<file path="src/rtl/rbi_pkg.sv">
// Shared types, widths and constants for the ray versus box intersection block.
// Used by the pipelined divider and the top level; depends on nothing else.
`default_nettype none

package rbi_pkg;

  localparam int COORD_WIDTH = 32;
  localparam int FRAC_BITS   = 16;

  // Quotient bits resolved by the divider, and its internal widths.
  localparam int QB      = COORD_WIDTH + 1;
  localparam int NW      = COORD_WIDTH + 1 + FRAC_BITS;
  localparam int RW      = COORD_WIDTH + 1;
  localparam int CMPW    = (FRAC_BITS > RW) ? FRAC_BITS : RW;
  localparam int DIV_LAT = QB + 2;

  // Product and saturating-sum widths for the hit point.
  localparam int PW = 2 * COORD_WIDTH;
  localparam int SW = PW + 1;

  localparam int CFG_IDX_W = 3;

  typedef logic signed [COORD_WIDTH-1:0] coord_t;
  typedef logic signed [COORD_WIDTH:0]   diff_t;
  typedef logic        [COORD_WIDTH-2:0] dist_t;
  typedef logic        [CFG_IDX_W-1:0]   cfg_idx_t;

  localparam coord_t COORD_MAX = {1'b0, {(COORD_WIDTH-1){1'b1}}};
  localparam coord_t COORD_MIN = {1'b1, {(COORD_WIDTH-1){1'b0}}};

  localparam cfg_idx_t REG_MIN_X = 3'd0;
  localparam cfg_idx_t REG_MIN_Y = 3'd1;
  localparam cfg_idx_t REG_MIN_Z = 3'd2;
  localparam cfg_idx_t REG_MAX_X = 3'd3;
  localparam cfg_idx_t REG_MAX_Y = 3'd4;
  localparam cfg_idx_t REG_MAX_Z = 3'd5;

  typedef enum logic [1:0] {
    AXIS_X,
    AXIS_Y,
    AXIS_Z
  } axis_t;

  typedef struct packed {
    coord_t [2:0] o;
    coord_t [2:0] d;
    dist_t        nearest;
    logic         from_in;
    logic   [2:0] inv;
    logic   [2:0] inr;
  } side_t;

endpackage

`default_nettype wire

</file>
<file path="src/rtl/rbi_div.sv">
// Fully pipelined signed fixed-point divider: (num << FRAC_BITS) / den, truncated
// toward zero and saturated to the coordinate range. Depends on rbi_pkg.
`default_nettype none

module rbi_div (
  input  logic           clk,
  input  rbi_pkg::diff_t num,
  input  rbi_pkg::coord_t den,
  output rbi_pkg::coord_t quo
);
  import rbi_pkg::*;

  localparam logic [QB-1:0] POS_LIM = {2'b00, {(COORD_WIDTH-1){1'b1}}};
  localparam logic [QB-1:0] NEG_LIM = {2'b01, {(COORD_WIDTH-1){1'b0}}};

  logic [COORD_WIDTH:0]   num_mag;
  logic [COORD_WIDTH-1:0] den_mag;
  logic [NW-1:0]          a_full;
  logic [CMPW-1:0]        hi_ext;
  logic [CMPW-1:0]        b_ext;
  logic                   ovf0;

  logic [RW-1:0]          rem_r [0:QB];
  logic [QB-1:0]          lo_r  [0:QB];
  logic [COORD_WIDTH-1:0] b_r   [0:QB];
  logic                   neg_r [0:QB];
  logic                   ovf_r [0:QB];

  coord_t quo_nxt;
  coord_t quo_r;

  assign num_mag = num[COORD_WIDTH] ? (~num + 1'b1) : num;
  assign den_mag = den[COORD_WIDTH-1] ? (~den + 1'b1) : den;
  assign a_full  = {num_mag, {FRAC_BITS{1'b0}}};
  assign hi_ext  = CMPW'(a_full[NW-1:QB]);
  assign b_ext   = CMPW'(den_mag);
  assign ovf0    = hi_ext >= b_ext;

  always_ff @(posedge clk) begin
    rem_r[0] <= ovf0 ? '0 : hi_ext[RW-1:0];
    lo_r[0]  <= a_full[QB-1:0];
    b_r[0]   <= den_mag;
    neg_r[0] <= num[COORD_WIDTH] ^ den[COORD_WIDTH-1];
    ovf_r[0] <= ovf0;
  end

  for (genvar k = 0; k < QB; k++) begin : g_step
    logic [RW-1:0] trial;
    logic          take;
    logic [RW-1:0] rem_nxt;

    assign trial   = {rem_r[k][RW-2:0], lo_r[k][QB-1]};
    assign take    = trial >= RW'(b_r[k]);
    assign rem_nxt = take ? (trial - RW'(b_r[k])) : trial;

    always_ff @(posedge clk) begin
      rem_r[k+1] <= rem_nxt;
      lo_r[k+1]  <= {lo_r[k][QB-2:0], take};
      b_r[k+1]   <= b_r[k];
      neg_r[k+1] <= neg_r[k];
      ovf_r[k+1] <= ovf_r[k];
    end
  end

  always_comb begin
    if (!neg_r[QB]) begin
      if (ovf_r[QB] || lo_r[QB] > POS_LIM) begin
        quo_nxt = COORD_MAX;
      end else begin
        quo_nxt = coord_t'(lo_r[QB][COORD_WIDTH-1:0]);
      end
    end else begin
      if (ovf_r[QB] || lo_r[QB] > NEG_LIM) begin
        quo_nxt = COORD_MIN;
      end else begin
        quo_nxt = coord_t'(~lo_r[QB][COORD_WIDTH-1:0] + 1'b1);
      end
    end
  end

  always_ff @(posedge clk) begin
    quo_r <= quo_nxt;
  end

  assign quo = quo_r;

endmodule

`default_nettype wire

</file>
<file path="config.mk">
export PLATFORM = sky130hd
export DESIGN_NAME = rbi_div
export DESIGN_NICKNAME = d
export VERILOG_FILES = /design/src/rtl/rbi_pkg.sv /design/src/rtl/rbi_div.sv
export SDC_FILE = /design/constraint.sdc
export NUM_CORES = 2
export LEC_CHECK = 0
export BUFFER_PORTS_ARGS = -buffer_cell sky130_fd_sc_hd__buf_2
export CAP_MARGIN = 20
export CORE_MARGIN = 2
export CORE_UTILIZATION = 60
export DETAILED_ROUTE_END_ITERATION = 10
export HOLD_SLACK_MARGIN = 0.1
export PLACE_DENSITY_LB_ADDON = 0.25
export SYNTH_ARGS = -nofsm -noshare
export SYNTH_HDL_FRONTEND = slang
export SYNTH_SLANG_ARGS = --single-unit
</file>
<file path="constraint.sdc">
create_clock -name clk -period 11 [get_ports clk]
set_clock_uncertainty 0.15 [all_clocks]
set_input_delay 1.65 -clock clk [delete_from_list [all_inputs] [get_ports clk]]
set_output_delay 1.65 -clock clk [all_outputs]
set_load 0.005 [all_outputs]
</file>
==> run summary <==
Leaving out fill and tap cells, the most frequent cells in the layout are 2910 x sky130_fd_sc_hd__dfxtp_1, 1344 x sky130_fd_sc_hd__inv_1, 1154 x sky130_fd_sc_hd__a21oi_1. The switching share of total power came out at about two fifths. The longest clock path from root to sink contains 4 buffers. The post-synth net total came out at 14926.

The parity-gate share of the synthesized area counting xor and xnor cells is under 10%. The startpoint identified for the worst register-to-register timing path is rem_r[21][0]$_SDFF_PP0_. The finished layout holds 16930 standard cells, fillers aside. The logic depth of the worst register-to-register path is 12. At the worst endpoint, the required time is approximately 12 ns.

The half-perimeter wire length of the detailed placement result came out at between 200000 and 300000 um. In this run the register-to-register setup slack is approximately 6.0 ns. For this design the ratio of total power to cell area is roughly 340 nW/um^2. The number of levels in the clock H-tree came out at 5. In this run, synthesis produced a sequential element count of around 2900. The arrival time at the worst endpoint came out at ~6.5 ns. The first-pass detailed-route iteration total is 7. The fraction of the mapped netlist area in simple logic gates came out at 11.4%. The fmax came out at about 170 MHz.

Combinational cells account for around 46% of the total power. At the end of the flow the core is filled with cells to 66.8%. In the final design database the tool counted between 15000 and 20000 nets. The number of top-level pins came out at 98. After global routing the overflow that remains totals 0. The detailed-route wire length is 336000 um.

The run finished with clean final reports. The critical path starts at num[1]. The proportion of power drawn by the clock network is 22.7%.

After synthesis the cells add up to 129000 sq um. The via count came out at 98203. The most used flip-flop cell after synthesis is sky130_fd_sc_hd__dfxtp_1. The global-route usage over all layers is ~30%.

In this run the tightest slew margin relative to its limit is 24.2%. The average cell area after synthesis came out at ~9.4 sq um. The congestion estimate from routability-driven global placement came to between 0.9 and 1. The largest fanout on the critical path came out at 17. The clock transition at the register clock pins on the worst setup and hold paths after CTS came out at around 0.07 ns. The share of cells above drive strength 1 is under 10%. The static power due to leakage is 66.5 nW. The launching element type of the critical path is an input pin.

During placement, the flow inserted port buffers numbering 97. The worst setup path is captured at a flop. The CTS buffer count is slightly above 300.

After Yosys synthesis, full adders, half adders and majority gates account for between 10 and 15% of the synthesized area. The post-synthesis cell type count is 91. CTS placed an instance of sky130_fd_sc_hd__clkbuf_16 at the clock tree root.

Yosys printed 0 warnings. The type of the worst setup path is input pin to flop. The maximum cell stage delay along the critical path came out at ~0.77 ns.

The worst-case vdd ir drop came out at about 0.21 mV. Setup repair after global routing left no endpoint under its margin. Sequential cells burn 31.7% of the power.

The standard-cell row count came out at between 150 and 200. The number of buffers inserted by hold repair at cts came out at 0. The number of design-rule violations left by the first detailed-router iteration came out at around 8300. The critical path ends at rem_r[0][11]$_SDFF_PP0_.

The tool flagged a number of max-cap violations equal to 0. The die covers around 220000 sq um. The transition time at the pin with the least slew margin came out at 1.12 ns.

The number of enable flip-flop cells after synthesis is 0. The number of setup violations in the final report came out at 0. The slowest stage of the critical path is the sky130_fd_sc_hd__nor4_4 cell. The sequential element share of the synthesized area came out at roughly 45%.

The library cell used most frequently in the layout, excluding fill and tap cells, is sky130_fd_sc_hd__dfxtp_1. The height of the die is ~470 um. The TritonCTS clock tree is yes. The placed instance count is around 16000. The capture instance of the worst register-to-register path is rem_r[22][28]$_DFF_P_. In this run the power spent charging and discharging nets is 18.5 mW. Once detail routing completed, the nets flagged for antenna violations numbered 0.

The count of mapped cells out of synthesis is approximately 14000. The number of vias per cell after detailed routing came out at between 5 and 6. The post-CTS setup buffer count is 0. The largest net degree at the start of global routing is between 60 and 70. The initial antenna violation count came out at 22. The insertion delay of the later-clocked pin in the worst-skew pair came out at 0.95 ns. The post-cts sizing count is 0. The die width came out at ~470 um.

The floorplan step defined a core boundary enclosing about 210000 sq um. Measured against the total synthesized area, the mux share comes to 4.25%. The final max-slew violation count is 0. The async set-reset flop share out of synthesis is 0%. Grouping stages by cell kind, the critical path spends the most delay in simple AND/OR/NAND/NOR gates. The number of inserted filler cells in the final layout is around 17000. The number of global-route vias before repair came out at between 90000 and 100k.

The internal cell power is just under 30 mW. The minimum clock period after layout came out at 5.89 ns. The logic depth of the worst path, buffers included is 18. The starting utilization of the core area came out at 60.3%. The number of hold violations in the final report came to 0. Walking the worst path, the cells encountered are buf_2 -> inv_1 -> ha_1 -> nand2_1 -> or3_1 -> or4_1 -> nand2b_1 -> or3_1 -> o31ai_1 -> xnor2_1 -> ha_1 -> a21o_1 -> a211o_1 -> a31oi_1 -> nor3_1 -> nand4bb_1 -> nor4_4 -> a21boi_0. The buffer and inverter count on the worst path is 2.

The synthesized netlist devotes between 10% and 20% of its cell area to compound gates. The layout-stage area growth over the synthesis result is 10.7%. The DRC violation count after routing came out at 0. Of the available clock period, the critical path in the final layout requires 53.6%. The clock net sink count came out at slightly below 3000. After synthesis, the largest family of logic cells by area is compound AO/OA/AOI/OAI gates. The final-layout setup total negative slack came out at 0 ns.

The wire length of the first global-routing pass came out at ~520000 um. The class of the worst hold path is flop to flop. The post-detailed-route wirelength per cell is approximately 20 um.
[routing by layer]
metal	vias up	share of wire [%]	global-route usage (%)
li1	47898	-	-
met1	46543	47	42.5
met2	3132	44	46.6
met3	620	6.4	4.62
met4	10	2.8	8.38
met5	-	0.018	0
[area by class of cell]
| type | count | area (sq um) | share of cell area [%] |
|---|---|---|---|
| Clock buffer | 412 | 8710 | 6.09 |
| Multi-Input combinational cell | 9151 | 64700 | 45.2 |
| Clock inverter | 122 | 1980 | 1.38 |
| Timing Repair Buffer | 146 | 862 | 0.602 |
| Inverter | 1345 | 5050 | 3.53 |
| Tap cell | 2838 | 3550 | 2.48 |
| Antenna cell | 6 | 15.0 | 0.0105 |
| Sequential cell | 2910 | 58300 | 40.7 |
[stage by stage]
| stage | hold WS [ns] | setup slack (ns) | total power [mW] | area (sq um) |
|---|---|---|---|---|
| finish | 0.115 | 5.11 | 48.1 | 143000 |
| global route | 0.122 | 4.74 | 51.0 | 143000 |
| CTS | 0.115 | 5.12 | 47.8 | 143000 |
| detailed placement | 0.162 | 4.18 | 36.6 | 132000 |
| global placement | 0.159 | 4.08 | 36.1 | 132000 |
| floorplan | 0.160 | 5.05 | 31.1 | 129000 |
[worst reg2reg max path, stage by stage (launching register included)]
cell and delay, ns:
sky130_fd_sc_hd__dfxtp_1 0.34, sky130_fd_sc_hd__inv_1 0.08, sky130_fd_sc_hd__fa_1 0.46, sky130_fd_sc_hd__nor2b_1 0.22, sky130_fd_sc_hd__o2111ai_1 0.22, sky130_fd_sc_hd__a41oi_1 0.58, sky130_fd_sc_hd__a21oi_1 0.19, sky130_fd_sc_hd__o21ai_0 0.53
sky130_fd_sc_hd__a21oi_1 0.26, sky130_fd_sc_hd__o41ai_1 0.92, sky130_fd_sc_hd__mux2i_1 0.19, sky130_fd_sc_hd__a2111oi_0 0.54, sky130_fd_sc_hd__mux2_2 0.25
[worst min path at each step]
stage	start	end	depth (start not counted)	slack, ns
detailed placement	lo_r[9][25]$_DFF_P_	lo_r[10][26]$_DFF_P_	0	0.16
global placement	lo_r[25][10]$_DFF_P_	lo_r[26][11]$_DFF_P_	0	0.16
CTS	lo_r[0][24]$_DFF_P_	lo_r[1][25]$_DFF_P_	0	0.11
global route	lo_r[27][7]$_DFF_P_	lo_r[28][8]$_DFF_P_	0	0.12
floorplan	lo_r[9][0]$_DFF_P_	lo_r[10][1]$_DFF_P_	0	0.16
finish	lo_r[27][7]$_DFF_P_	lo_r[28][8]$_DFF_P_	0	0.11
[kinds of logic after synthesis]
kind of cell	count (synthesis)
compound gates	3578
simple gates	3083
flops	2910
buf+inv	1707
fa+ha+maj	1092
xor+xnor	905
mux	493
[cell usage after synthesis, drive strengths merged, types with 35 or more instances]
cell type	instances	area, sq um
dfxtp	2910	58300
inv	1344	5040
a21oi	1154	5780
ha	1060	13300
nand2	944	3540
nor2	840	3150
o21ai	768	3850
a21o	582	4370
xnor2	526	4610
mux2	449	5060
xor2	379	3320
clkbuf	331	1240
nand3	196	981
nand4	184	1150
nand2b	173	1080
nor3	158	806
nor2b	154	963
o21bai	135	1010
o21a	128	961
a31oi	103	644
and3	91	569
o31ai	80	611
a211oi	76	571
a21boi	70	526
or3	65	429
and2	63	394
o211ai	57	428
nor4	53	353
a211o	45	394
mux2i	44	440
or2	43	269
a31o	35	307
[power by group through the flow]
stage | Clock [mW] | Combinational, mW | Sequential [mW]
2_1_floorplan | 0 | 16.6 | 14.5
3_3_place_gp | 0 | 20.8 | 15.4
3_5_place_dp | 0 | 21.2 | 15.4
4_1_cts | 11.1 | 21.5 | 15.2
5_1_grt | 11.5 | 24.1 | 15.4
6_report | 10.9 | 21.9 | 15.2
[registers in the layout, summed over array words and instances, names as in the netlist]
name / cells
b_r: 1056
lo_r: 714
neg_r: 34
ovf_r: 34
quo: 32
rem_r: 1040
(Power assumes the default switching activity.)
